`src/rtl/core/u8dc_pkg.sv`:
```
`timescale 1ns / 1ps

package u8dc_pkg;

  // Configuration register indexes.
  localparam int CFG_IDX_W = 2;
  localparam logic [CFG_IDX_W-1:0] CFG_OUT_CAPACITY = 2'd0;
  localparam logic [CFG_IDX_W-1:0] CFG_TRIM_SPACES  = 2'd1;

  localparam logic [15:0] CAPACITY_RESET = 16'd64;

  // Results one input word can cause: up to four characters, or three plus the terminator.
  localparam int MAX_RES = 4;
  localparam int NCHAR_W = $clog2(MAX_RES + 1);

  // Depth of the queue between the decoder and the output side.
  localparam int QDEPTH = 4;
  localparam int QPTR_W = $clog2(QDEPTH);
  localparam int QCNT_W = $clog2(QDEPTH + 1);

  localparam logic [7:0] SPACE_CHAR = 8'h20;

  typedef struct packed {
    logic [15:0] out_capacity;
    logic        trim;
  } u8dc_cfg_t;

  // Results that one accepted input word produced.
  typedef struct packed {
    logic [MAX_RES-1:0][7:0] chars;
    logic [NCHAR_W-1:0]      nchar;
    logic                    term;
  } u8dc_rec_t;

  // Base letters for U+0100..U+017F, first entry in the top byte.
  localparam logic [8*128-1:0] FOLD_TABLE = {
    "AaAaAa", "CcCcCcCc", "DdDd", "EeEeEeEeEe", "GgGgGgGg", "HhHh",
    "IiIiIiIiIi", "Ii", "Jj", "Kkk", "LlLlLlLlLl", "NnNnNnnNn",
    "OoOoOoOo", "RrRrRr", "SsSsSsSs", "TtTtTt", "UuUuUuUuUuUu",
    "Ww", "YyY", "ZzZzZz", "s"
  };

  // Font slot for the Latin Extended-A letters that have their own glyph, else zero.
  function automatic logic [7:0] slot_font(input logic [6:0] idx);
    logic [7:0] r;
    unique case (idx)
      7'h04: r = 8'd132;
      7'h05: r = 8'd133;
      7'h06: r = 8'd134;
      7'h07: r = 8'd135;
      7'h0C: r = 8'd136;
      7'h0D: r = 8'd137;
      7'h18: r = 8'd140;
      7'h19: r = 8'd141;
      7'h1A: r = 8'd138;
      7'h1B: r = 8'd139;
      7'h41: r = 8'd142;
      7'h42: r = 8'd143;
      7'h43: r = 8'd144;
      7'h44: r = 8'd145;
      7'h50: r = 8'd128;
      7'h51: r = 8'd129;
      7'h58: r = 8'd146;
      7'h59: r = 8'd147;
      7'h5A: r = 8'd148;
      7'h5B: r = 8'd149;
      7'h60: r = 8'd150;
      7'h61: r = 8'd151;
      7'h6E: r = 8'd152;
      7'h6F: r = 8'd153;
      7'h70: r = 8'd130;
      7'h71: r = 8'd131;
      7'h79: r = 8'd154;
      7'h7A: r = 8'd155;
      7'h7B: r = 8'd156;
      7'h7C: r = 8'd157;
      7'h7D: r = 8'd158;
      7'h7E: r = 8'd159;
      default: r = 8'd0;
    endcase
    return r;
  endfunction

  // Display character for a code point; zero means the code point is dropped.
  function automatic logic [7:0] map_code(input logic [20:0] cp);
    logic [7:0] r;
    logic [7:0] slot;
    r = 8'd0;
    slot = slot_font(cp[6:0]);
    if (cp[20:8] == 13'd0 && cp[7:0] >= 8'hA0) begin
      r = cp[7:0];
    end else if (cp[20:7] == 14'd2) begin
      if (slot != 8'd0) begin
        r = slot;
      end else begin
        r = FOLD_TABLE[{~cp[6:0], 3'b000} +: 8];
      end
    end else if (cp[20:2] == 19'h86) begin
      unique case (cp[1:0])
        2'd0: r = "S";
        2'd1: r = "s";
        2'd2: r = "T";
        default: r = "t";
      endcase
    end
    return r;
  endfunction

endpackage

```
`src/rtl/core/u8dc_front.sv`:
```
`timescale 1ns / 1ps

module u8dc_front
  import u8dc_pkg::*;
(
  input  logic       clk,
  input  logic       rst,
  input  u8dc_cfg_t  cfg,
  input  logic       in_valid,
  input  logic [7:0] in_byte,
  input  logic       end_of_text,
  input  logic       q_full,
  output logic       push,
  output u8dc_rec_t  rec
);

  logic [7:0]  lead_byte, lead_byte_next;
  logic [7:0]  cont0, cont0_next;
  logic [7:0]  cont1, cont1_next;
  logic [1:0]  bytes_needed, bytes_needed_next;
  logic [1:0]  bytes_seen, bytes_seen_next;
  logic [20:0] code_accum, code_accum_next;
  logic [15:0] emitted_count, emitted_count_next;
  logic        seen_nonspace, seen_nonspace_next;

  logic                    accept;
  logic [15:0]             cap_lim;
  logic [15:0]             room16;
  logic [2:0]              room3;
  logic [MAX_RES-1:0][7:0] cb;
  logic [2:0]              cn;
  logic [2:0]              fn;
  logic [2:0]              na;
  logic                    term;
  logic                    do_fresh;
  logic [1:0]              pos;
  logic [20:0]             acc_shift;
  logic [7:0]              mapped;
  logic [2:0]              k;
  logic                    sn;

  assign accept = in_valid && !q_full;

  // Characters still allowed in the string, saturated at four.
  assign cap_lim = cfg.out_capacity - 16'd1;
  assign room16  = (cfg.out_capacity != 16'd0 && cap_lim > emitted_count) ?
                   cap_lim - emitted_count : 16'd0;
  assign room3   = (room16[15:2] != 14'd0) ? 3'd4 : {1'b0, room16[1:0]};

  assign fn        = (bytes_seen == 2'd0) ? 3'd1 : (bytes_seen == 2'd1) ? 3'd2 : 3'd3;
  assign acc_shift = {code_accum[14:0], in_byte[5:0]};
  assign mapped    = map_code(acc_shift);

  always_comb begin
    lead_byte_next    = lead_byte;
    cont0_next        = cont0;
    cont1_next        = cont1;
    bytes_needed_next = bytes_needed;
    bytes_seen_next   = bytes_seen;
    code_accum_next   = code_accum;
    cb       = '0;
    cn       = 3'd0;
    term     = 1'b0;
    do_fresh = 1'b0;
    pos      = 2'd0;

    if (end_of_text) begin
      if (bytes_needed != 2'd0) begin
        cb[0] = lead_byte;
        cb[1] = cont0;
        cb[2] = cont1;
        cn    = fn;
      end
      term              = (cfg.out_capacity != 16'd0);
      lead_byte_next    = 8'd0;
      cont0_next        = 8'd0;
      cont1_next        = 8'd0;
      bytes_needed_next = 2'd0;
      bytes_seen_next   = 2'd0;
      code_accum_next   = 21'd0;
    end else if (room3 != 3'd0) begin
      if (bytes_needed != 2'd0) begin
        if (in_byte[7:6] == 2'b10) begin
          if (({1'b0, bytes_seen} + 3'd1) >= {1'b0, bytes_needed}) begin
            lead_byte_next    = 8'd0;
            bytes_needed_next = 2'd0;
            bytes_seen_next   = 2'd0;
            code_accum_next   = 21'd0;
            if (mapped != 8'd0) begin
              cb[0] = mapped;
              cn    = 3'd1;
            end
          end else begin
            code_accum_next = acc_shift;
            if (bytes_seen == 2'd0) begin
              cont0_next = in_byte;
            end else if (bytes_seen == 2'd1) begin
              cont1_next = in_byte;
            end
            bytes_seen_next = bytes_seen + 2'd1;
          end
        end else begin
          // Broken sequence: pending bytes go out raw, then this byte starts over if room is left.
          cb[0] = lead_byte;
          cb[1] = cont0;
          cb[2] = cont1;
          cn    = fn;
          lead_byte_next    = 8'd0;
          bytes_needed_next = 2'd0;
          bytes_seen_next   = 2'd0;
          code_accum_next   = 21'd0;
          if (fn < room3) begin
            do_fresh = 1'b1;
            pos      = fn[1:0];
          end
        end
      end else begin
        do_fresh = 1'b1;
      end

      if (do_fresh) begin
        if (in_byte[7:5] == 3'b110) begin
          lead_byte_next    = in_byte;
          bytes_needed_next = 2'd1;
          bytes_seen_next   = 2'd0;
          code_accum_next   = {16'd0, in_byte[4:0]};
        end else if (in_byte[7:4] == 4'b1110) begin
          lead_byte_next    = in_byte;
          bytes_needed_next = 2'd2;
          bytes_seen_next   = 2'd0;
          code_accum_next   = {17'd0, in_byte[3:0]};
        end else if (in_byte[7:3] == 5'b11110) begin
          lead_byte_next    = in_byte;
          bytes_needed_next = 2'd3;
          bytes_seen_next   = 2'd0;
          code_accum_next   = {18'd0, in_byte[2:0]};
        end else begin
          cb[pos] = in_byte;
          cn      = {1'b0, pos} + 3'd1;
        end
      end
    end
  end

  // Capacity limit, then leading-space suppression and packing of what is left.
  always_comb begin
    na = (cn < room3) ? cn : room3;
    k  = 3'd0;
    sn = seen_nonspace;
    rec.chars = '0;
    for (int i = 0; i < MAX_RES; i++) begin
      if (3'(i) < na) begin
        if (!(cb[i] == SPACE_CHAR && cfg.trim && !sn)) begin
          if (cb[i] != SPACE_CHAR) begin
            sn = 1'b1;
          end
          rec.chars[k[1:0]] = cb[i];
          k = k + 3'd1;
        end
      end
    end
    rec.nchar = k;
    rec.term  = term;
    emitted_count_next = end_of_text ? 16'd0 : emitted_count + {13'd0, na};
    seen_nonspace_next = end_of_text ? 1'b0 : sn;
  end

  assign push = accept && (k != 3'd0 || term);

  always_ff @(posedge clk) begin
    if (rst) begin
      lead_byte     <= 8'd0;
      cont0         <= 8'd0;
      cont1         <= 8'd0;
      bytes_needed  <= 2'd0;
      bytes_seen    <= 2'd0;
      code_accum    <= 21'd0;
      emitted_count <= 16'd0;
      seen_nonspace <= 1'b0;
    end else if (accept) begin
      lead_byte     <= lead_byte_next;
      cont0         <= cont0_next;
      cont1         <= cont1_next;
      bytes_needed  <= bytes_needed_next;
      bytes_seen    <= bytes_seen_next;
      code_accum    <= code_accum_next;
      emitted_count <= emitted_count_next;
      seen_nonspace <= seen_nonspace_next;
    end
  end

endmodule

```
`src/rtl/core/u8dc_queue.sv`:
```
`timescale 1ns / 1ps

module u8dc_queue
  import u8dc_pkg::*;
(
  input  logic      clk,
  input  logic      rst,
  input  logic      push,
  input  u8dc_rec_t push_rec,
  input  logic      pop,
  output logic      full,
  output logic      empty,
  output u8dc_rec_t head
);

  u8dc_rec_t         slots [QDEPTH];
  logic [QPTR_W-1:0] wr_ptr;
  logic [QPTR_W-1:0] rd_ptr;
  logic [QCNT_W-1:0] count;
  logic              do_pop;

  assign full   = (count == QCNT_W'(QDEPTH));
  assign empty  = (count == '0);
  assign head   = slots[rd_ptr];
  assign do_pop = pop && !empty;

  always_ff @(posedge clk) begin
    if (push) begin
      slots[wr_ptr] <= push_rec;
    end
  end

  always_ff @(posedge clk) begin
    if (rst) begin
      wr_ptr <= '0;
      rd_ptr <= '0;
      count  <= '0;
    end else begin
      if (push) begin
        wr_ptr <= (wr_ptr == QPTR_W'(QDEPTH - 1)) ? '0 : wr_ptr + 1'b1;
      end
      if (do_pop) begin
        rd_ptr <= (rd_ptr == QPTR_W'(QDEPTH - 1)) ? '0 : rd_ptr + 1'b1;
      end
      if (push && !do_pop) begin
        count <= count + 1'b1;
      end else if (do_pop && !push) begin
        count <= count - 1'b1;
      end
    end
  end

endmodule

```
`src/rtl/core/u8dc_back.sv`:
```
`timescale 1ns / 1ps

module u8dc_back
  import u8dc_pkg::*;
(
  input  logic       clk,
  input  logic       rst,
  input  u8dc_rec_t  head,
  input  logic       empty,
  output logic       pop,
  output logic       out_valid,
  input  logic       out_stall,
  output logic [7:0] out_byte,
  output logic       is_terminator,
  output logic       last
);

  logic [1:0]         idx;
  logic               load;
  logic [NCHAR_W-1:0] ntotal;
  logic               at_end;
  logic               at_char;

  assign load    = !empty && (!out_valid || !out_stall);
  assign ntotal  = head.nchar + NCHAR_W'(head.term);
  assign at_end  = (NCHAR_W'(idx) == ntotal - NCHAR_W'(1));
  assign at_char = (NCHAR_W'(idx) < head.nchar);
  assign pop     = load && at_end;

  always_ff @(posedge clk) begin
    if (rst) begin
      out_valid <= 1'b0;
      idx       <= 2'd0;
    end else if (load) begin
      out_valid <= 1'b1;
      idx       <= at_end ? 2'd0 : idx + 2'd1;
    end else if (!out_stall) begin
      out_valid <= 1'b0;
    end
  end

  always_ff @(posedge clk) begin
    if (load) begin
      out_byte      <= at_char ? head.chars[idx] : 8'd0;
      is_terminator <= !at_char;
      last          <= at_end;
    end
  end

endmodule

```
`src/rtl/core/utf8_to_display_charset.sv`:
```
`timescale 1ns / 1ps
// A word accepted by the front is written into the queue and then loaded into the output
// register, from which its first result can be taken.
// Throughput: one input word per cycle unless the queue is full; n results go out as n words.
// Up to four results per word; the four-entry queue absorbs short multi-result bursts.
// Reset (rst, synchronous, active high) clears the decoder state, the queue and the
// output register, and sets out_capacity to 64 and trim_leading_spaces to 0.

module utf8_to_display_charset
  import u8dc_pkg::*;
(
  input  logic                 clk,
  input  logic                 rst,
  input  logic                 in_valid,
  output logic                 in_stall,
  input  logic [7:0]           in_byte,
  input  logic                 end_of_text,
  output logic                 out_valid,
  input  logic                 out_stall,
  output logic [7:0]           out_byte,
  output logic                 is_terminator,
  output logic                 last,
  input  logic                 cfg_valid,
  output logic                 cfg_ready,
  input  logic [CFG_IDX_W-1:0] cfg_index,
  input  logic [15:0]          cfg_data
);

  // Configuration registers. Writes are always taken; an index past the
  // register list is accepted and ignored.
  u8dc_cfg_t cfg;

  assign cfg_ready = 1'b1;

  always_ff @(posedge clk) begin
    if (rst) begin
      cfg.out_capacity <= CAPACITY_RESET;
      cfg.trim         <= 1'b0;
    end else if (cfg_valid && cfg_ready) begin
      if (cfg_index == CFG_OUT_CAPACITY) begin
        cfg.out_capacity <= cfg_data;
      end else if (cfg_index == CFG_TRIM_SPACES) begin
        cfg.trim <= cfg_data[0];
      end
    end
  end

  // The front decodes one UTF-8 word per cycle while the queue is not full,
  // applies the capacity limit and space trimming, and writes one record per
  // word that has results. The back drains each record one output word at a
  // time. The queue lets the front keep taking words while the back waits on the sink.
  logic      q_full;
  logic      q_empty;
  logic      push;
  logic      pop;
  u8dc_rec_t push_rec;
  u8dc_rec_t head;

  assign in_stall = q_full;

  u8dc_front u_front (
    .clk         (clk),
    .rst         (rst),
    .cfg         (cfg),
    .in_valid    (in_valid),
    .in_byte     (in_byte),
    .end_of_text (end_of_text),
    .q_full      (q_full),
    .push        (push),
    .rec         (push_rec)
  );

  u8dc_queue u_queue (
    .clk      (clk),
    .rst      (rst),
    .push     (push),
    .push_rec (push_rec),
    .pop      (pop),
    .full     (q_full),
    .empty    (q_empty),
    .head     (head)
  );

  // The output register parts the queue from the sink, so a stalled
  // result never blocks the front directly.
  u8dc_back u_back (
    .clk           (clk),
    .rst           (rst),
    .head          (head),
    .empty         (q_empty),
    .pop           (pop),
    .out_valid     (out_valid),
    .out_stall     (out_stall),
    .out_byte      (out_byte),
    .is_terminator (is_terminator),
    .last          (last)
  );

endmodule

```
`config.mk`:
```
export PLATFORM = sky130hd
export DESIGN_NAME = utf8_to_display_charset
export DESIGN_NICKNAME = d
export VERILOG_FILES = /design/src/rtl/core/u8dc_pkg.sv /design/src/rtl/core/u8dc_front.sv /design/src/rtl/core/u8dc_queue.sv /design/src/rtl/core/u8dc_back.sv /design/src/rtl/core/utf8_to_display_charset.sv
export SDC_FILE = /design/constraint.sdc
export NUM_CORES = 1
export LEC_CHECK = 0
export ABC_AREA = 1
export ABC_CLOCK_PERIOD_IN_PS = 17900
export BUFFER_PORTS_ARGS = -buffer_cell sky130_fd_sc_hd__buf_2
export CELL_PAD_IN_SITES_DETAIL_PLACEMENT = 0
export CELL_PAD_IN_SITES_GLOBAL_PLACEMENT = 1
export CORE_ASPECT_RATIO = 1.4
export CORE_MARGIN = 2
export CORE_UTILIZATION = 40
export CTS_CLUSTER_DIAMETER = 150
export CTS_CLUSTER_SIZE = 25
export DETAILED_ROUTE_END_ITERATION = 16
export PLACE_DENSITY = 0.67
export SYNTH_ARGS = -nofsm -noshare
export SYNTH_HDL_FRONTEND = slang
export SYNTH_HIERARCHICAL = 1
export SYNTH_SLANG_ARGS = --single-unit
```
`constraint.sdc`:
```
create_clock -name clk -period 17.9 [get_ports clk]
set_clock_uncertainty 0.05 [all_clocks]
set_input_delay 0.895 -clock clk [delete_from_list [all_inputs] [get_ports clk]]
set_output_delay 0.895 -clock clk [all_outputs]
set_load 0.02 [all_outputs]
```
# [Word-level counts from Yosys, hierarchy flattened]
# Memories as Yosys holds them, arrays and structs flattened. A register that Yosys moved wholly into a read port is not among the register bits.
# Cells that the tools add are included.
# Widths: inputs -> output; s select.
[word_totals] ramBits=144 mem_count=2 mem_bits_ro=768 wordCells=291 input_bits=32 out_inout_bits=13 register_bits=103
[classes] muxes=151 eq_ne=25 magnitude_cmp=19 n_shift=1 bitwise=2 n_reduce_logical=57 n_addsub=16
[memory_table] memory="(name not given)" depth=128 word_bits=6 rd=1 rd_clocked_by_memory_dff=0 write_ports=0 line="u8dc_pkg.sv:46" text="unique case (idx)"
[memory_table] memory="u_queue.slots" depth=4 word_bits=36 rd=1 rd_clocked_by_memory_dff=1 write_ports=1 line="u8dc_queue.sv:16" text="u8dc_rec_t slots [QDEPTH];"
[op_table] operator="$shiftx 1024x11->8 const A" count=1
[op_table] operator="$mux 32" count=11
[op_table] operator="$mux 8" count=37
[op_table] operator="$mux 21" count=9
[op_table] operator="$bwmux 32" count=4
[op_table] operator="$mux 24" count=5
[op_table] operator="$mux 3" count=22
[op_table] operator="$demux 8 s2" count=4
[op_table] operator="$mux 2" count=28
[op_table] operator="$mux 16" count=3
[op_table] operator="$eq 8x6->1 const B" count=4
[op_table] operator="$ne 8x6->1 const B" count=4
[op_table] operator="$mux 1" count=26
[op_table] operator="$logic_and 1x1->1" count=21
[op_table] operator="$eq 19x8->1 const B" count=1
[op_table] operator="$pmux 6 s3" count=1
[op_table] operator="$add 16x3->16" count=1
[op_table] operator="$bmux 8 s2" count=1
[op_table] operator="$gt 16x16->1" count=1
[op_table] operator="$reduce_bool 16->1" count=1
[op_table] operator="$reduce_bool 8->1" count=2
[op_table] operator="$sub 16x1->16 const B" count=1
[op_table] operator="$sub 16x16->16" count=1
[op_table] operator="$lt 2x3->1 const B" count=5
[op_table] operator="other kinds (35)" count=77

# [Longest topological paths before layout]
# Gate-level depths: netlist (run 1).
[depth] depth_word=47 depth_mapped=69

# [Modules after synthesis]
# Netlist (run 1), hierarchy kept.
[by_module_without_submodules] module="u8dc_front" cells_per_inst=1545 n_inst=1 area_each_um2=8485.6 seq_area_each_um2=1201.2
[by_module_without_submodules] module="u8dc_queue" cells_per_inst=413 n_inst=1 area_each_um2=5848.1 seq_area_each_um2=4504.3
[by_module_without_submodules] module="u8dc_back" cells_per_inst=109 n_inst=1 area_each_um2=842.1 seq_area_each_um2=360.3
[by_module_without_submodules] module="utf8_to_display_charset" cells_per_inst=115 n_inst=1 area_each_um2=789.5 seq_area_each_um2=340.3

# [Least setup slack after synthesis (run 1)]
# Ideal clock, no wire load.
[synth_timing] path_type="flip-flop to flip-flop" from="register, netlist name cfg[3]" to="memory u_queue/slots[0][0] in the netlist's numbering (enable)" t_required_ns=17.459 synth_period_minus_slack_ns=8.559 path_stages_with_launch=58 setup_time_ns=0.391 path_slack_ns=9.341 arrival_time_ns=8.119 path_buffers=0 cell_sequence="dfxtp_1 > or2_1 > inv_1 > nand2_1 > nor3_1 > nand4_1 > nor2_1 > nand2_1 > xor2_1 > ha_1 > nand2_1 > inv_1 > nand3_1 > nor3_1 > nand2_1 > nand3_1 > nand2_1 > a21oi_1 > [... 22 more ...] > inv_1 > nand2_1 > ha_1 > nand2_1 > nand2_1 > ha_1 > inv_1 > nand3_1 > nand2_1 > inv_1 > ha_1 > nand3_2 > nand2_4 > nand2_1 > nor2_1 > a21oi_1 > nand2_1 > inv_1"
[synth_rtl] item="end, declared" line="u8dc_queue.sv:16"

==> results of run 1 <==
-- cell type report --
cell class / count / area share, %
timing repair buffer: 59 / 2.00
clock inverter: 1 / 0.0523
clock buffer: 20 / 2.10
tap: 528 / 3.95
sequential: 243 / 38.3
inverter: 274 / 6.19
multi-input combinational: 1570 / 47.4
-- routing by layer --
metal  vias to the layer above  part of all wire [%]
met4                         0                   2.9
met5                         -                     0
met1                      6763                    41
met2                       316                    53
li1                       7234                     -
met3                        75                   3.3
-- cell families (layout without fill, tap and decap cells) --
group	after synthesis	after routing
other	1	1
AO/OA/AOI/OAI	474	474
flip-flops	243	243
AND/OR/NAND/NOR	1021	1021
buffers and inverters	369	354
XOR/XNOR	15	15
adder cells (fa/ha/maj)	59	59
-- how the worst max path moves through the flow --
stage | depth (start not counted) | slack, ns | end | startpoint
floorplan | 57 | 9.34 | u_queue/slots[0][0] | cfg[3]
global placement | 64 | 8.12 | u_queue/count[2] | cfg[3]
detailed placement | 64 | 7.86 | u_queue/count[2] | cfg[1]
CTS | 64 | 7.77 | u_queue/count[2] | cfg[1]
global route | 61 | 6.70 | u_queue/count[2] | cfg[1]
finish | 64 | 7.75 | u_queue/count[2] | cfg[1]
-- Yosys cell counts (5+ instances only) --
library cell	n	area (sq um)
sky130_fd_sc_hd__nand2_1	470	1760
sky130_fd_sc_hd__nor2_1	294	1100
sky130_fd_sc_hd__inv_1	245	920
sky130_fd_sc_hd__edfxtp_1	154	4620
sky130_fd_sc_hd__a21oi_1	142	711
sky130_fd_sc_hd__nand3_1	131	656
sky130_fd_sc_hd__o21ai_0	114	571
sky130_fd_sc_hd__o21ai_1	94	470
sky130_fd_sc_hd__dfxtp_1	89	1780
sky130_fd_sc_hd__ha_1	55	688
sky130_fd_sc_hd__o22ai_1	52	325
sky130_fd_sc_hd__nor3_1	37	185
sky130_fd_sc_hd__o211ai_1	35	263
sky130_fd_sc_hd__nand4_1	34	213
sky130_fd_sc_hd__clkbuf_1	29	109
sky130_fd_sc_hd__buf_2	28	140
sky130_fd_sc_hd__inv_2	21	78.8
sky130_fd_sc_hd__buf_6	18	203
sky130_fd_sc_hd__buf_4	15	113
sky130_fd_sc_hd__xor2_1	10	87.6
sky130_fd_sc_hd__nand2_4	9	101
sky130_fd_sc_hd__nand3b_1	8	60.1
sky130_fd_sc_hd__a31oi_1	7	43.8
sky130_fd_sc_hd__nand2_2	7	43.8
sky130_fd_sc_hd__nand3_2	7	70.1
sky130_fd_sc_hd__nor2_2	7	43.8
sky130_fd_sc_hd__clkinv_1	6	22.5
sky130_fd_sc_hd__nor4_1	6	37.5
sky130_fd_sc_hd__xnor2_1	5	43.8
-- power by group --
group          switching [mW]  internal, mW  leakage, nW  total, mW
logic                   0.460         0.193         4.71      0.653
clock network           0.181         0.139        0.173      0.320
registers              0.0276         0.682         2.19      0.709
-- worst max-delay path, delay by kind of cell (launching register included) --
family	cells	cell delay, ns
AOI/OAI and AO/OA	3	0.75
xor gates and xnor gates	1	0.20
adders and majority gates	10	2.74
buffers and inverters	13	1.05
DFF	1	0.34
and+or+nand+nor	37	4.91
-- state kept, by name (all words and copies together), names as in the netlist, 2 cells and up, named ones only --
| signal | cells |
|---|---|
| u_front/bytes_needed | 2 |
| u_front/bytes_seen | 2 |
| u_front/code_accum | 15 |
| u_front/cont1 | 8 |
| cfg | 17 |
| u_queue/slots | 144 |
| u_front/lead_byte | 8 |
| u_back/out_byte | 8 |
| u_queue/wr_ptr | 2 |
| u_front/emitted_count | 16 |
| u_queue/rd_ptr | 2 |
| u_front/cont0 | 8 |
| u_queue/count | 3 |
| u_back/idx | 2 |
-- through the flow --
step	setup slack, ns	cell area, sq um	instances	hold slack [ns]
after floorplan	9.34	16000	2182	0.382
after global placement	8.12	16400	2674	0.397
after detailed placement	7.86	16400	2674	0.402
after CTS	7.77	16700	2695	0.420
after global routing	6.70	16700	2695	0.440
final	7.75	16700	2695	0.422
==> impl_metrics.sql, run 1 <==
INSERT INTO impl_metrics (metric_group, metric, value, unit) VALUES
('grt', 'globalRouteTotalUtil', '22.9', '%'),
('cts', 'post_cts_gate_resize_count', '0', ''),
('pwr', 'fin_total_pwr', '1.68', 'mW'),
('run_status', 'outcome', 'finished clean', ''),
('setup_path', 'worst-r2r-cell-count', '64', ''),
('logic_synthesis', 'yosys-mux-area-fraction', '0', '%'),
('setup_path', 'setup.worst_path.start_class', 'flop', ''),
('hold_path', 'min_from', 'u_front/cont0[6]', ''),
('setup_path', 'r2r_slack', '7.75', 'ns'),
('final_layout', 'fraction_of_final_layout_cells_with_drive_strength_greater_than_1', '6.60', '%'),
('floorplan', 'die_height', '240', 'microns'),
('setup_path', 'timing.critical_path.slowest_cell_delay', '0.39', 'ns'),
('logic_synthesis', 'yosysSeqAreaShare', '40.1', '%'),
('final_layout', 'layout.cells.most_common_list', '470 x sky130_fd_sc_hd__nand2_1, 293 x sky130_fd_sc_hd__nor2_1, 245 x sky130_fd_sc_hd__inv_1', ''),
('final_layout', 'num-nets-final', '2252', ''),
('floorplan', 'die_area', '0.0415', 'sq mm'),
('detailed_routing', 'drc', '0', ''),
('placed_design', 'final_weighted_congestion_of_routability_driven_global_placement', '0.915', ''),
('timing', 'setup_repair_after_global_routing_missed_its_margin', 'false', ''),
('timing', 'finalMaxSlewViolations', '0', ''),
('hold_path', 'min-delay-path-class', 'reg2reg', ''),
('grt', 'met2_usage', '44.8', '%'),
('grt', 'met1_usage', '26.4', '%'),
('logic_synthesis', 'synth_top_flop_cell', 'sky130_fd_sc_hd__edfxtp_1', ''),
('logic_synthesis', 'netlist_area', '0.0160', 'sq mm'),
('cts', 'postCtsHoldBufs', '0', ''),
('detailed_routing', 'num_vias', '14400', ''),
('detailed_routing', 'drt-vias-per-instance', '5.34', ''),
('logic_synthesis', 'synth_simple_gate_area_share', '27.4', '%'),
('floorplan', 'floorplan.io_pins', '45', ''),
('detailed_routing', 'total_wirelength_of_the_detailed_routed_design', '48500', 'microns'),
('detailed_routing', 'wire_per_inst', '18.0', 'microns'),
('placed_design', 'hpwl', '34700', 'microns'),
('floorplan', 'initial_utilization', '40.5', '%'),
('timing', 'max_freq', '98.5', 'MHz'),
('cts', 'postCtsSetupRepairBufs', '0', ''),
('logic_synthesis', 'post_synthesis_share_of_cell_area_spent_on_xor_and_xnor_gates', '0.823', '%'),
('logic_synthesis', 'synth-seq-cells', '243', ''),
('final_layout', 'final.fill_count', '4214', ''),
('detailed_routing', 'detailedRoute.firstIterationViolations', '680', ''),
('logic_synthesis', 'yosys.area_share.adder', '4.81', '%'),
('logic_synthesis', 'postSynthAreaPerCell', '7.32', 'sq um'),
('cts', 'cts_buffer_depth', '3', ''),
('logic_synthesis', 'post_synthesis_compound_gate_area_fraction', '16.6', '%'),
('setup_path', 'cp_data_required_time', '18.24', 'ns'),
('cts', 'clock_slew_at_reported_path_ffs', '0.11', 'ns'),
('floorplan', 'placeableCoreArea', '0.0394', 'sq mm'),
('floorplan', 'rows', '86', ''),
('final_layout', 'mostFrequentLayoutCell', 'sky130_fd_sc_hd__nand2_1', ''),
('grt', 'gr-total-overflow', '0', ''),
('timing', 'timing.final.setup_violations', '0', ''),
('detailed_routing', 'route.antenna.remaining_nets', '0', ''),
('grt', 'grt_pass1_vias', '13900', ''),
('final_layout', 'diodes', '0', ''),
('setup_path', 'timing.critical_path.fanout_max', '15', ''),
('final_layout', 'finish.utilization', '42.5', '%'),
('logic_synthesis', 'yosys_warnings', '6', ''),
('cts', 'cts_tree', 'built', ''),
('detailed_routing', 'pre_repair_dr_iteration_count', '6', ''),
('timing', 'final.setup.tns', '0', 'ns'),
('floorplan', 'chipWidth', '173', 'microns'),
('grt', 'grt_start_max_net_pins', '74', ''),
('timing', 'timing_worst_slew_pin_value', '1.09', 'ns'),
('hold_path', 'worst_hold_path.endpoint', 'u_front/cont0[6]', ''),
('timing', 'final_hold_viol_count', '0', ''),
('setup_path', 'critical_path.reg2reg.startpoint', 'cfg[1]', ''),
('cts', 'numCtsBuffers', '13', ''),
('logic_synthesis', 'post_synth_inst_count', '2182', ''),
('final_layout', 'areaGrowthSynthToFinish', '4.82', '%'),
('timing', 'post-route-period-util', '56.7', '%'),
('cts', 'ctsRootBufferMaster', 'sky130_fd_sc_hd__clkbuf_16', '');
No activity file was read; power rests on OpenSTA's default activity.
==> run 2, diff against run 1 <==
--- a/config.mk
+++ b/config.mk
@@ -5,8 +5,8 @@
 export SDC_FILE = /design/constraint.sdc
 export NUM_CORES = 1
 export LEC_CHECK = 0
-export ABC_AREA = 1
-export ABC_CLOCK_PERIOD_IN_PS = 17900
+export ABC_AREA = 0
+export ABC_CLOCK_PERIOD_IN_PS = 10100
 export BUFFER_PORTS_ARGS = -buffer_cell sky130_fd_sc_hd__buf_2
 export CELL_PAD_IN_SITES_DETAIL_PLACEMENT = 0
 export CELL_PAD_IN_SITES_GLOBAL_PLACEMENT = 1
@@ -16,7 +16,7 @@
 export CTS_CLUSTER_DIAMETER = 150
 export CTS_CLUSTER_SIZE = 25
 export DETAILED_ROUTE_END_ITERATION = 16
-export PLACE_DENSITY = 0.67
+export PLACE_DENSITY = 0.62
 export SYNTH_ARGS = -nofsm -noshare
 export SYNTH_HDL_FRONTEND = slang
 export SYNTH_HIERARCHICAL = 1
==> constraint.sdc (replaced) <==
create_clock -name clk -period 10.1 [get_ports clk]
set_clock_uncertainty 0.05 [all_clocks]
set_input_delay 0.505 -clock clk [delete_from_list [all_inputs] [get_ports clk]]
set_output_delay 0.505 -clock clk [all_outputs]
set_load 0.02 [all_outputs]
==> run 2 against run 1 <==
Power is 57% higher. Routed wire length is 11% lower. Final area is 0.25% higher. Critical endpoint unchanged. Synthesized cell count is 33% lower. Sequential power is 73% higher. Worst setup slack worse by 7.3 ns. Critical path type unchanged. Utilization is 2.5 points higher. First-iteration DRC count is 16% higher. Maximum frequency is 5.2% higher. Worst hold slack worse by 0.21 ns. Critical path depth is 14 lower.
==> impl_metrics.sql, run 2 <==
INSERT INTO impl_metrics (metric_group, metric, value, unit) VALUES
('timing', 'period_needed', '9.65', 'ns'),
('pwr', 'share_clk_of_total_power', '21.2', '%'),
('cts', 'cts_tree', 'built', ''),
('flow_run', 'maxCapViolCount', '0', ''),
('logic_synthesis', 'post_synthesis_compound_gate_area_fraction', '16.4', '%'),
('grt', 'grt_pass1_wl', '67000', 'microns'),
('logic_synthesis', 'synth-seq-cells', '243', ''),
('final_layout', 'mostFrequentLayoutCell', 'sky130_fd_sc_hd__edfxtp_1', ''),
('timing', 'post-route-worst-setup-slack', '0.447', 'ns'),
('logic_synthesis', 'yosysSeqAreaShare', '42.6', '%'),
('logic_synthesis', 'postSynthAreaPerCell', '10.3', 'sq um'),
('detailed_routing', 'wire_per_inst', '21.6', 'microns'),
('cts', 'ctsRootBufferMaster', 'sky130_fd_sc_hd__clkbuf_16', ''),
('final_layout', 'layout.cells.most_common_list', '154 x sky130_fd_sc_hd__edfxtp_1, 141 x sky130_fd_sc_hd__nor2_1, 87 x sky130_fd_sc_hd__dfxtp_1, 87 x sky130_fd_sc_hd__buf_4, 87 x sky130_fd_sc_hd__nand2_1', ''),
('setup_path', 'crit_arrival', '10.03', 'ns'),
('logic_synthesis', 'synthTopCellsByCount', '154 x sky130_fd_sc_hd__edfxtp_1, 145 x sky130_fd_sc_hd__nor2_1, 91 x sky130_fd_sc_hd__nand2_1', ''),
('logic_synthesis', 'netlist_area', '0.0150', 'sq mm'),
('grt', 'antenna_found_initial', '0', ''),
('logic_synthesis', 'post_synth_inst_count', '1454', ''),
('logic_synthesis', 'synth_top_flop_cell', 'sky130_fd_sc_hd__edfxtp_1', ''),
('logic_synthesis', 'yosys.area_share.adder', '5.11', '%'),
('hold_path', 'min_from', 'cfg_data[11]', ''),
('detailed_routing', 'route.antenna.remaining_nets', '0', ''),
('setup_path', 'critical_path.n_buffers_inverters', '10', ''),
('hold_path', 'min-delay-path-class', 'in2reg', ''),
('pwr', 'switching_share', '32.4', '%'),
('detailed_routing', 'total_wirelength_of_the_detailed_routed_design', '43200', 'microns'),
('cts', 'clock_slew_at_reported_path_ffs', '0.10', 'ns'),
('pwr', 'share_seq_of_total_power', '46.8', '%'),
('hold_path', 'worst_hold_path.endpoint', 'cfg[12]', ''),
('detailed_routing', 'drc', '0', ''),
('final_layout', 'stdcell_count', '2002', ''),
('setup_path', 'critical_path_class', 'reg2reg', ''),
('logic_synthesis', 'synth_cell_type_count', '95', ''),
('floorplan', 'initial_utilization', '40.3', '%'),
('detailed_routing', 'pre_repair_dr_iteration_count', '7', ''),
('setup_path', 'timing.critical_path.slowest_cell_delay', '0.39', 'ns'),
('floorplan', 'rows', '84', ''),
('logic_synthesis', 'yosys-mux-area-fraction', '11.1', '%'),
('timing', 'post-route-period-util', '95.6', '%'),
('pwr', 'leak', '5.97', 'nW'),
('floorplan', 'floorplan.io_pins', '45', ''),
('logic_synthesis', 'yosys_warnings', '6', ''),
('setup_path', 'setup.worst_path.end_class', 'flop', ''),
('logic_synthesis', 'synth_nets', '1545', ''),
('timing', 'worst_slew_margin_rel', '26.9', '%'),
('logic_synthesis', 'async_flop_share', '0', '%'),
('placed_design', 'pre_cts_ws', '-0.0987', 'ns'),
('placed_design', 'hpwl', '31900', 'microns'),
('floorplan', 'placeableCoreArea', '0.0373', 'sq mm'),
('grt', 'grt_pass1_vias', '11700', ''),
('final_layout', 'max_flop_register', 'u_queue/slots', ''),
('detailed_routing', 'detailedRoute.firstIterationViolations', '791', ''),
('logic_synthesis', 'synth.top_cells.by_area', 'sky130_fd_sc_hd__edfxtp_1 31%, sky130_fd_sc_hd__dfxtp_1 12%, sky130_fd_sc_hd__mux4_2 5.2%, sky130_fd_sc_hd__ha_1 4.6%, sky130_fd_sc_hd__mux2i_1 3.9%', ''),
('timing', 'max_freq', '104', 'MHz'),
('cts', 'clock_sinks', '243', ''),
('cts', 'skew_pair_late_insertion_delay', '0.49', 'ns'),
('setup_path', 'critical_path.reg2reg.startpoint', 'cfg[3]', ''),
('pwr', 'fin_total_pwr', '2.63', 'mW'),
('setup_path', 'setup.worst_path.start_class', 'flop', ''),
('pwr', 'pwr_density_cell', '157', 'mW/mm^2'),
('setup_path', 'timing.critical_path.fanout_max', '8', ''),
('timing', 'finalMaxSlewViolations', '0', ''),
('timing', 'timing_worst_slew_pin_value', '1.09', 'ns'),
('final_layout', 'largest_register_ff_count', '144', ''),
('placed_design', 'place_inst', '1968', ''),
('pwr', 'vdd.ir_drop.worst', '0.129', 'mV'),
('final_layout', 'fraction_of_final_layout_cells_with_drive_strength_greater_than_1', '18.2', '%'),
('logic_synthesis', 'netlist.area_leader.share', '30.8', '%'),
('floorplan', 'die_area', '0.0391', 'sq mm'),
('pwr', 'total_switching_power', '854', 'uW'),
('final_layout', 'layout.cell_area.non_filler', '0.0168', 'sq mm'),
('floorplan', 'die_height', '233', 'microns'),
('cts', 'numCtsBuffers', '13', ''),
('placed_design', 'place_area', '0.0160', 'sq mm'),
('hold_path', 'worstHoldPathCells', '3', ''),
('pwr', 'cellInternalPower', '1.78', 'mW'),
('setup_path', 'critPathTopFamily', 'simple AND/OR/NAND/NOR gates', ''),
('logic_synthesis', 'yosysTopAreaCell', 'sky130_fd_sc_hd__edfxtp_1', ''),
('final_layout', 'top_regs', 'u_queue/slots (144), cfg (17), u_front/emitted_count (16)', ''),
('setup_path', 'worst-r2r-cell-count', '50', ''),
('cts', 'postCtsHoldBufs', '0', ''),
('logic_synthesis', 'synthMostInstantiatedCell', 'sky130_fd_sc_hd__edfxtp_1', ''),
('setup_path', 'cp_data_required_time', '10.47', 'ns'),
('detailed_routing', 'num_vias', '11700', ''),
('detailed_routing', 'drt-vias-per-instance', '5.86', ''),
('grt', 'gr-total-overflow', '0', ''),
('logic_synthesis', 'post_synthesis_share_of_cell_area_spent_on_xor_and_xnor_gates', '2.16', '%'),
('timing', 'timing.final.setup_violations', '0', ''),
('logic_synthesis', 'synth_simple_gate_area_share', '17.5', '%'),
('final_layout', 'areaGrowthSynthToFinish', '11.7', '%'),
('grt', 'globalRouteTotalUtil', '21.8', '%'),
('setup_path', 'r2r_slack', '0.45', 'ns'),
('setup_path', 'crit_path_top_delay_cell', 'sky130_fd_sc_hd__ha_1', ''),
('logic_synthesis', 'number_of_flops_mapped_to_enable_cells_by_yosys', '154', ''),
('final_layout', 'diodes', '0', ''),
('placed_design', 'final_weighted_congestion_of_routability_driven_global_placement', '0.937', ''),
('logic_synthesis', 'largest_family_of_logic_cells_by_synthesized_area', 'simple AND/OR/NAND/NOR gates', ''),
('grt', 'grt_start_max_net_pins', '91', ''),
('run_status', 'outcome', 'finished clean', ''),
('placed_design', 'number_of_buffer_cells_added_on_primary_ports', '43', ''),
('pwr', 'pwr-share-comb', '32.0', '%'),
('setup_path', 'r2r_end', 'u_queue/count[2]', ''),
('timing', 'holdWs', '0.210', 'ns'),
('cts', 'cts.htree.levels', '1', ''),
('setup_path', 'timing.critical_path.mode_cell', 'sky130_fd_sc_hd__buf_4', ''),
('cts', 'cts_buffer_depth', '3', ''),
('final_layout', 'num-nets-final', '1614', ''),
('floorplan', 'chipWidth', '168', 'microns'),
('timing', 'final_hold_viol_count', '0', '');
==> run 2: cell count changes after synthesis, sizes merged, moves of 48 or more <==
cell	change
o21ai	-156
inv	-197
nand2b	+48
a21oi	-75
nand2	-395
mux2i	+59
nor2	-161
nand3	-114
==> run 2: routing by layer <==
metal / share of wire [%] / GRT usage (%) / routed length, microns / vias up
met3: 3.6 / 1.91 / 1560 / 62
li1: - / - / - / 5642
met1: 41 / 26.3 / 17900 / 5770
met5: 0 / 0 / 0 / -
met4: 2.6 / 6.44 / 1130 / 0
met2: 52 / 41.1 / 22600 / 262
==> run 2: cell families (layout without fill, tap and decap cells) <==
group	Yosys count	in the layout
buf+inv	152	227
mux	108	108
flops	243	243
other cells	1	1
compound gates	350	350
simple gates	504	504
fa+ha+maj	59	59
xor+xnor	37	37
==> run 2: worst reg2reg max path, delay by kind of cell, from the launching register on <==
family | cells | cell delay, ns
compound gates | 15 | 2.47
xor+xnor | 3 | 0.58
fa+ha+maj | 8 | 2.20
buf+inv | 10 | 1.39
flops | 1 | 0.34
simple gates | 14 | 2.55
==> run 2: timing repair <==
item | CTS | global route
pin swaps | 1 | 39
hold endpoints to repair | 0 | 0
buffers inserted | 0 | 13
gates resized for setup | 6 | 59
endpoints found under the setup margin | 1 | 241
==> run 2: power by group through the flow <==
stage	clock (mW)	combinational, mW	sequential [mW]
2_1_floorplan	0	0.553	1.26
3_3_place_gp	0	0.813	1.25
3_5_place_dp	0	0.815	1.26
4_1_cts	0.585	0.819	1.23
5_1_grt	0.617	0.917	1.24
6_report	0.557	0.843	1.23
==> run 2: cell type report <==
| cell class | count | area, sq um |
|---|---|---|
| clock buffers | 20 | 352 |
| clock inverters | 1 | 8.76 |
| fillers | 3546 | 20500 |
| inverters | 71 | 267 |
| multi-input cells | 1059 | 8190 |
| flip-flops and latches | 243 | 6410 |
| well taps | 473 | 592 |
| repair buffers | 135 | 960 |
==> run 2: how the worst max path moves through the flow <==
stage               startpoint          endpoint  slack [ns]  cells past startpoint
global route            cfg[3]  u_queue/count[2]       -0.08                     52
floorplan               cfg[8]  u_queue/count[2]       0.007                     51
detailed placement      cfg[8]  u_queue/count[2]        -0.1                     50
finish                  cfg[3]  u_queue/count[2]        0.45                     50
global placement        cfg[3]  u_queue/count[2]         0.1                     51
CTS                     cfg[3]  u_queue/count[2]        0.03                     51
==> run 2: stage by stage <==
step	TNS (ns)	utilization, %
after detailed placement	-0.0987	43.0
final	0	45.0
after floorplan	0	-
after CTS	0	44.0
after global routing	-0.0848	45.0
after global placement	0	43.0
